==> src/rtl/core/rational_arithmetic_unit_macros.svh <==
// ----------------------------------------------------------------------------
// Rational arithmetic unit assertion macros
// Concurrent assertion wrappers, empty when SYNTH is defined.
// ----------------------------------------------------------------------------
`ifndef RATIONAL_ARITHMETIC_UNIT_MACROS_SVH
`define RATIONAL_ARITHMETIC_UNIT_MACROS_SVH

`ifndef SYNTH

// Same-cycle implication
`define RAU_ASSERT_IMP(name, clk, rst_n, ante, cons) \
	name: assert property (@(posedge clk) disable iff (!rst_n) (ante) |-> (cons)) \
		else $error("rational_arithmetic_unit: assertion failed");

// Next-cycle implication
`define RAU_ASSERT_NXT(name, clk, rst_n, ante, cons) \
	name: assert property (@(posedge clk) disable iff (!rst_n) (ante) |=> (cons)) \
		else $error("rational_arithmetic_unit: assertion failed");

`else

`define RAU_ASSERT_IMP(name, clk, rst_n, ante, cons)
`define RAU_ASSERT_NXT(name, clk, rst_n, ante, cons)

`endif

`endif

==> src/rtl/core/rau_pkg.sv <==
// ----------------------------------------------------------------------------
// Rational arithmetic unit package
// Widths, action codes and item types shared by the unit and its users.
// ----------------------------------------------------------------------------
package rau_pkg;

	// Operand width sets every other width
	localparam int OPERAND_WIDTH = 16;
	localparam int DEN_IN_W      = OPERAND_WIDTH - 1;
	localparam int PROD_W        = 2 * OPERAND_WIDTH;
	localparam int NUM_W         = 2 * OPERAND_WIDTH;
	localparam int DEN_W         = 2 * (OPERAND_WIDTH - 1);
	// magnitude of any cross-product sum fits here
	localparam int MAG_W         = 2 * OPERAND_WIDTH - 1;
	localparam int CNT_W         = $clog2(MAG_W);

	// Action codes
	localparam logic [2:0] ACT_MUL = 3'd0;
	localparam logic [2:0] ACT_DIV = 3'd1;
	localparam logic [2:0] ACT_ADD = 3'd2;
	localparam logic [2:0] ACT_SUB = 3'd3;
	localparam logic [2:0] ACT_EQ  = 3'd4;
	localparam logic [2:0] ACT_LT  = 3'd5;

	typedef struct packed {
		logic [2:0]                      action;
		logic signed [OPERAND_WIDTH-1:0] a_num;
		logic [DEN_IN_W-1:0]             a_den;
		logic signed [OPERAND_WIDTH-1:0] b_num;
		logic [DEN_IN_W-1:0]             b_den;
	} rau_cmd_t;

	typedef struct packed {
		logic signed [NUM_W-1:0] res_num;
		logic [DEN_W-1:0]        res_den;
		logic                    flag;
	} rau_res_t;

endpackage

==> src/rtl/core/rational_arithmetic_unit.sv <==
// ----------------------------------------------------------------------------
// Rational arithmetic unit
// Multiplies, divides, adds, subtracts or compares two fractions.
// One command item on cmd (valid/stall) gives one result item on res.
// Cross products go through one shared signed multiplier, in turn.
// The fraction is reduced by a binary gcd, one halve or subtract-and-halve
// step per cycle, then both parts are divided by the gcd in a restoring
// divider, numerator and denominator side by side, one quotient bit a cycle.
// Compares and results with a zero part skip the gcd and the divider.
// One item is worked on at a time; cmd_stall is high while it is, so a new
// item is taken only once the last one has reached the output register.
// The result sits in an output register: a stalled result holds, and the
// next command is taken meanwhile; it waits in its last step until the
// output register is free. Reset clears the sequencer and res_valid.
// ----------------------------------------------------------------------------
`include "rational_arithmetic_unit_macros.svh"

module rational_arithmetic_unit (
	input  logic              clk,
	input  logic              arst_n,
	input  logic              cmd_valid,
	output logic              cmd_stall,
	input  rau_pkg::rau_cmd_t cmd,
	output logic              res_valid,
	input  logic              res_stall,
	output rau_pkg::rau_res_t res
);
	import rau_pkg::*;

	localparam int SUM_W = PROD_W + 1;

	typedef enum logic [2:0] {
		ST_IDLE, ST_MUL, ST_COMB, ST_ABS, ST_GCD, ST_DIV, ST_DONE
	} state_t;

	state_t               state_q;
	logic [CNT_W-1:0]     cnt_q;
	logic                 res_valid_q;
	rau_res_t             res_q;

	rau_cmd_t             op_q;
	logic signed [PROD_W-1:0] p0_q, p1_q, p2_q;
	logic signed [NUM_W-1:0]  num_q;
	logic signed [PROD_W-1:0] den_q;
	logic                 cmp_q;
	logic                 flag_q;
	logic                 neg_q;
	logic [MAG_W-1:0]     gu_q, gv_q, g_q;
	logic [CNT_W-1:0]     k_q;
	logic [MAG_W-1:0]     qn_q, qd_q, rn_n_q, rn_d_q;

	logic signed [OPERAND_WIDTH-1:0] a_den_s, b_den_s, mul_x, mul_y;
	logic signed [PROD_W-1:0] mul_p;
	logic signed [SUM_W-1:0]  sum_w, diff_w;
	logic [NUM_W-1:0]     num_abs;
	logic [PROD_W-1:0]    den_abs;
	logic [MAG_W-1:0]     un, ud;
	logic [MAG_W:0]       tn, td;
	logic                 bn, bd;
	logic                 out_free;
	logic                 mul_last, div_last;
	logic [NUM_W-1:0]     qn_ext;

	// Multiplier operand select: p0, p1, p2 in turn
	assign a_den_s = {1'b0, op_q.a_den};
	assign b_den_s = {1'b0, op_q.b_den};

	always_comb begin
		if (cnt_q == '0) begin
			mul_x = op_q.a_num;
			mul_y = (op_q.action == ACT_MUL) ? op_q.b_num : b_den_s;
		end else if (cnt_q == CNT_W'(1)) begin
			mul_x = op_q.b_num;
			mul_y = a_den_s;
		end else begin
			mul_x = a_den_s;
			mul_y = b_den_s;
		end
	end

	assign mul_p = PROD_W'(mul_x) * PROD_W'(mul_y);

	// Cross-product sums
	assign sum_w  = SUM_W'(p0_q) + SUM_W'(p1_q);
	assign diff_w = SUM_W'(p0_q) - SUM_W'(p1_q);

	// Magnitudes
	assign num_abs = num_q[NUM_W-1] ? (~num_q + 1'b1) : num_q;
	assign den_abs = den_q[PROD_W-1] ? (~den_q + 1'b1) : den_q;
	assign un      = num_abs[MAG_W-1:0];
	assign ud      = den_abs[MAG_W-1:0];

	// Restoring divider step, numerator and denominator side by side
	assign tn = {rn_n_q, qn_q[MAG_W-1]};
	assign td = {rn_d_q, qd_q[MAG_W-1]};
	assign bn = (tn >= {1'b0, g_q});
	assign bd = (td >= {1'b0, g_q});

	assign out_free = !res_valid_q || !res_stall;
	assign mul_last = (cnt_q == CNT_W'(2));
	assign div_last = (cnt_q == CNT_W'(MAG_W - 1));
	assign qn_ext   = NUM_W'(qn_q);

	// Sequencer and output register
	always_ff @(posedge clk or negedge arst_n) begin
		if (!arst_n) begin
			state_q     <= ST_IDLE;
			cnt_q       <= '0;
			res_valid_q <= 1'b0;
			res_q       <= '0;
		end else begin
			// output valid: set on a new result, cleared once taken
			if (state_q == ST_DONE && out_free)
				res_valid_q <= 1'b1;
			else if (res_valid_q && !res_stall)
				res_valid_q <= 1'b0;
			unique case (state_q)
				ST_IDLE: begin
					if (cmd_valid) begin
						cnt_q   <= '0;
						state_q <= ST_MUL;
					end
				end
				ST_MUL: begin
					if (mul_last) begin
						cnt_q   <= '0;
						state_q <= ST_COMB;
					end else begin
						cnt_q <= cnt_q + 1'b1;
					end
				end
				ST_COMB: state_q <= ST_ABS;
				ST_ABS: begin
					if (cmp_q || un == '0 || ud == '0)
						state_q <= ST_DONE;
					else
						state_q <= ST_GCD;
				end
				ST_GCD: begin
					if (gu_q == gv_q) begin
						cnt_q   <= '0;
						state_q <= ST_DIV;
					end
				end
				ST_DIV: begin
					if (div_last) begin
						cnt_q   <= '0;
						state_q <= ST_DONE;
					end else begin
						cnt_q <= cnt_q + 1'b1;
					end
				end
				ST_DONE: begin
					if (out_free) begin
						res_q.res_num <= neg_q ? -qn_ext : qn_ext;
						res_q.res_den <= qd_q[DEN_W-1:0];
						res_q.flag    <= flag_q;
						state_q       <= ST_IDLE;
					end
				end
				default: state_q <= ST_IDLE;
			endcase
		end
	end

	// Datapath registers
	always_ff @(posedge clk) begin
		unique case (state_q)
			ST_IDLE: begin
				if (cmd_valid)
					op_q <= cmd;
			end
			ST_MUL: begin
				if (cnt_q == '0)
					p0_q <= mul_p;
				else if (cnt_q == CNT_W'(1))
					p1_q <= mul_p;
				else
					p2_q <= mul_p;
			end
			ST_COMB: begin
				// numerator, denominator and compare flag
				cmp_q <= (op_q.action > ACT_SUB);
				den_q <= (op_q.action == ACT_DIV) ? p1_q : p2_q;
				if (op_q.action == ACT_ADD)
					num_q <= NUM_W'(sum_w);
				else if (op_q.action == ACT_SUB)
					num_q <= NUM_W'(diff_w);
				else
					num_q <= p0_q;
				if (op_q.action == ACT_EQ)
					flag_q <= (p0_q == p1_q);
				else if (op_q.action == ACT_LT)
					flag_q <= (p0_q < p1_q);
				else
					flag_q <= 1'b0;
			end
			ST_ABS: begin
				// signs out, magnitudes into gcd and dividend registers
				rn_n_q <= '0;
				rn_d_q <= '0;
				gu_q   <= un;
				gv_q   <= ud;
				k_q    <= '0;
				if (cmp_q) begin
					neg_q <= 1'b0;
					qn_q  <= '0;
					qd_q  <= MAG_W'(1);
				end else begin
					neg_q <= num_q[NUM_W-1] ^ den_q[PROD_W-1];
					qn_q  <= un;
					qd_q  <= ud;
				end
			end
			ST_GCD: begin
				// binary gcd step: halve evens, else subtract and halve
				priority if (gu_q == gv_q) begin
					g_q <= gu_q << k_q;
				end else if (!gu_q[0] && !gv_q[0]) begin
					gu_q <= gu_q >> 1;
					gv_q <= gv_q >> 1;
					k_q  <= k_q + 1'b1;
				end else if (!gu_q[0]) begin
					gu_q <= gu_q >> 1;
				end else if (!gv_q[0]) begin
					gv_q <= gv_q >> 1;
				end else if (gu_q > gv_q) begin
					gu_q <= (gu_q - gv_q) >> 1;
				end else begin
					gv_q <= (gv_q - gu_q) >> 1;
				end
			end
			ST_DIV: begin
				rn_n_q <= bn ? MAG_W'(tn - {1'b0, g_q}) : tn[MAG_W-1:0];
				rn_d_q <= bd ? MAG_W'(td - {1'b0, g_q}) : td[MAG_W-1:0];
				qn_q   <= {qn_q[MAG_W-2:0], bn};
				qd_q   <= {qd_q[MAG_W-2:0], bd};
			end
			ST_DONE: ;
			default: ;
		endcase
	end

	assign cmd_stall = (state_q != ST_IDLE);
	assign res_valid = res_valid_q;
	assign res       = res_q;

	// Assertions
	`RAU_ASSERT_NXT(a_busy_after_accept, clk, arst_n, cmd_valid && !cmd_stall, cmd_stall)
	`RAU_ASSERT_IMP(a_gcd_nonzero, clk, arst_n, state_q == ST_GCD, gu_q != '0 && gv_q != '0)
	`RAU_ASSERT_IMP(a_rem_below_gcd, clk, arst_n, state_q == ST_DIV, rn_n_q < g_q && rn_d_q < g_q)
	`RAU_ASSERT_IMP(a_exact_division, clk, arst_n, state_q == ST_DONE, rn_n_q == '0 && rn_d_q == '0)
	`RAU_ASSERT_IMP(a_result_from_done, clk, arst_n, $rose(res_valid), $past(state_q) == ST_DONE)

endmodule
==> config.mk <==
export PLATFORM = sky130hd
export DESIGN_NAME = rational_arithmetic_unit
export DESIGN_NICKNAME = d
export VERILOG_FILES = /design/src/rtl/core/rau_pkg.sv /design/src/rtl/core/rational_arithmetic_unit.sv
export VERILOG_INCLUDE_DIRS = /design/src /design/src/rtl/core
export SDC_FILE = /design/constraint.sdc
export NUM_CORES = 2
export LEC_CHECK = 0
export BUFFER_PORTS_ARGS = -buffer_cell sky130_fd_sc_hd__buf_4
export CAP_MARGIN = 20
export CORE_ASPECT_RATIO = 0.9
export CORE_MARGIN = 4
export CORE_UTILIZATION = 40
export DETAILED_ROUTE_END_ITERATION = 10
export MAX_ROUTING_LAYER = met4
export SYNTH_ARGS = -nofsm -noshare
export SYNTH_HDL_FRONTEND = slang
export SYNTH_SLANG_ARGS = --single-unit
export TNS_END_PERCENT = 5
==> constraint.sdc <==
create_clock -name clk -period 8.15 [get_ports clk]
set_input_delay 0.815 -clock clk [delete_from_list [all_inputs] [get_ports clk]]
set_output_delay 0.815 -clock clk [all_outputs]
set_load 0.01 [all_outputs]
==> out/metrics.cfg <==
[outcome]
status=completed

[synth]
synth_edf_count=450
ys_warn_count=0
ys_seq_elements=522
synth.top_cell.area_share_pct=31.5
synthArstFlopShare_pct=13.8
synthCells=4373
synthTopCellsByArea=edfxtp_1 (32%), fa_1 (13%), ha_1 (8.1%), inv_1 (4.4%), dfrtp_1 (4.2%)
syn_area_per_cell_um2=9.80
ys.flop_type=edfxtp_1
synth_nets=4987
netlist_area_mm2=0.0428
synth_top_cell_by_area=edfxtp_1
synth.distinct_cells=87
yosysSeqAreaShare_pct=35.7

[cts]
clk_latency_ps=690
htreeDepth=2
cts.sink_count=522
cts_buffer_depth=3
hold_buffers=0
path_clk_slew_ps=60
cts_root_buf=clkbuf_16
cts_buffers=60
cts_tree=done

[cells_and_area]
drive_above_1_share_pct=11.1
syn_to_final_growth_pct=11.8
fin_nets=5097

[worst_setup_path]
path_class=register to register
critPathArrivalTime_ps=8170
critPathTopFamily=adder cells
cp.required_ps=8510
cpMaxStageDelayCell=fa_1
path_buf_inv=6
cp_common_cell=fa_1
worstPathMaxFanout=15
crit_path_max_incr_delay_ps=560
worst_setup_path_start_kind=register
endpoint_kind=register

[detailed_routing]
routed_via_density=5.53
drt_iter0_drc=2356
dr_wl_met2_um=55900
dr_wl_met3_um=6290
firstDrtPassIters=7
routed_wl_um=123000
vias=32734
wl_per_cell_um=20.8
antenna_left=0
drt-met1-wl_um=55600
highest_layer=met4
drc=0

[global_route]
grt_pass1_vias=32554
antenna_found_initial=3
grt_max_degree=83
grt_pass1_wl_um=191000
grt_usage_pct=22.2
globalRouteOverflowTotal=0

[die]
pin_count=134
fp-row-count=113
core_mm2=0.106
die_x_um=353
start_util_pct=40.5
die_h_um=318
die_area_mm2=0.112

[sta]
period_share_pct=95.9
tightest_slew_ps=1160
max_freq_mhz=128
setup_viol=0
whs_ps=82.7
hold_viol=0
clock_skew_ps=74.9
drv_slew=0
period_minus_slack_ps=7810
slew_headroom_pct=22.5

[place]
dp_hpwl_um=96800
portBuffers=133
gp_congestion=0.964

[flow_run]
drv_cap=0

[hold_path]
hold_path_class=input pin to asynchronous set/reset pin

==> layout make-up <==
cell class                      instances  area (um^2)
Clock buffer                           80         1710
Timing Repair Buffer                  252         1940
Fill cell                           10113        58000
Multi-Input combinational cell       3144        25000
Antenna cell                            4         10.0
Tap cell                             1380         1730
Clock inverter                         33          293
Inverter                              503         1890
Sequential cell                       522        15300
==> per-layer routing <==
layer / track usage [%] / up-vias
met3: 2.78 / 250
li1: - / 15557
met2: 34.6 / 1010
met4: 8.55 / 0
met5: - / -
met1: 29.6 / 15917
==> placed cells by master (no fill, tap or decap), drive strengths merged, types with 38 or more instances in the layout <==
| cell | netlist | final |
|---|---|---|
| o21ai | 314 | 314 |
| clkbuf | 179 | 80 |
| nand2 | 399 | 399 |
| nand3 | 82 | 82 |
| xnor2 | 132 | 132 |
| a21o | 63 | 63 |
| a21oi | 217 | 217 |
| edfxtp | 450 | 450 |
| nor2 | 359 | 359 |
| nor3 | 54 | 54 |
| a211oi | 38 | 38 |
| fa | 268 | 268 |
| dfrtp | 72 | 72 |
| o31ai | 46 | 46 |
| mux2 | 69 | 69 |
| mux2i | 85 | 85 |
| ha | 277 | 277 |
| xor2 | 130 | 130 |
| inv | 501 | 504 |
| buf | 25 | 251 |
==> final timing paths <==
kind	startpoint	endpoint	slack, ps	cells past startpoint
setup / recovery	cnt_q[1]	p0_q[30]	340	28
hold / removal	arst_n	res[48]	80	1
setup reg to reg	cnt_q[1]	p0_q[30]	340	28
hold reg to reg	res[59]	res[59]	470	2
max in group asynchronous	arst_n	res[22]	7070	2
min in group clk	cmd[54]	op_q[54]	310	1
==> flip-flops by register name, summed over array words and instances, names as in the netlist, 31 cells and up <==
register	count
res	63
g_q	31
gu_q	31
rn_d_q	31
rn_n_q	31
num_q	32
den_q	32
qd_q	31
p0_q	32
op_q	35
p1_q	32
p2_q	32
qn_q	31
gv_q	31
==> Yosys cell counts, types with 11 or more instances <==
library cell and count:
nand4_1 28, nand2_1 398, edfxtp_1 450, o22a_1 13, inv_1 500, o22ai_1 21
o21a_1 31, o41ai_1 18, clkbuf_1 179, xor2_1 129, a31oi_1 19, or4_1 19
xnor2_1 132, a22o_1 32, mux2i_1 85, and3_1 13, o21ai_0 305, nor4_1 11
o221ai_1 34, nor2_1 359, o21bai_1 28, fa_1 268, a21o_1 63, o211ai_1 18
o31ai_1 46, or2_2 21, nand3_1 82, and2_1 17, mux2_2 69, dfrtp_1 72
nand2b_1 36, nor2b_1 34, o31a_1 12, a21oi_1 217, buf_1 17, nor3_1 54
a22oi_1 17, or3_1 35, a221oi_1 34, a211oi_1 38, ha_1 277
==> cell families (layout without fill, tap and decap cells) <==
kind of cell | Yosys count | after routing | share of synthesized area [%]
compound gates | 1028 | 1028 | 15.6
fa+ha+maj | 545 | 545 | 20.6
flops | 522 | 522 | 35.7
mux | 162 | 162 | 4.22
xor+xnor | 262 | 262 | 5.37
other cells | 0 | 4 | 0
simple gates | 1147 | 1147 | 12.2
buf+inv | 707 | 868 | 6.23
==> through the flow <==
stage / cell area, um^2 / cells / setup TNS [ps] / util [%] / setup WS, ps
final: 47900 / 5918 / 0 / 45.2 / 336
after global routing: 47900 / 5916 / -36.8 / 45.2 / -10.2
after CTS: 47800 / 5913 / 0 / 45.1 / 94.0
after detailed placement: 45800 / 5800 / 0 / 43.2 / 59.3
after global placement: 45800 / 5800 / 0 / 43.2 / 148
after floorplan: 42800 / 4373 / 0 / - / 328
==> timing repair <==
action,CTS,global route
gates resized for setup,3,21
setup buffers,0,0
gates cloned,0,1
setup endpoints to repair,3,21
pin swaps,0,4
Power is not shown: default switching activity piles up to over one toggle a cycle in this logic, so the estimate is an artifact.
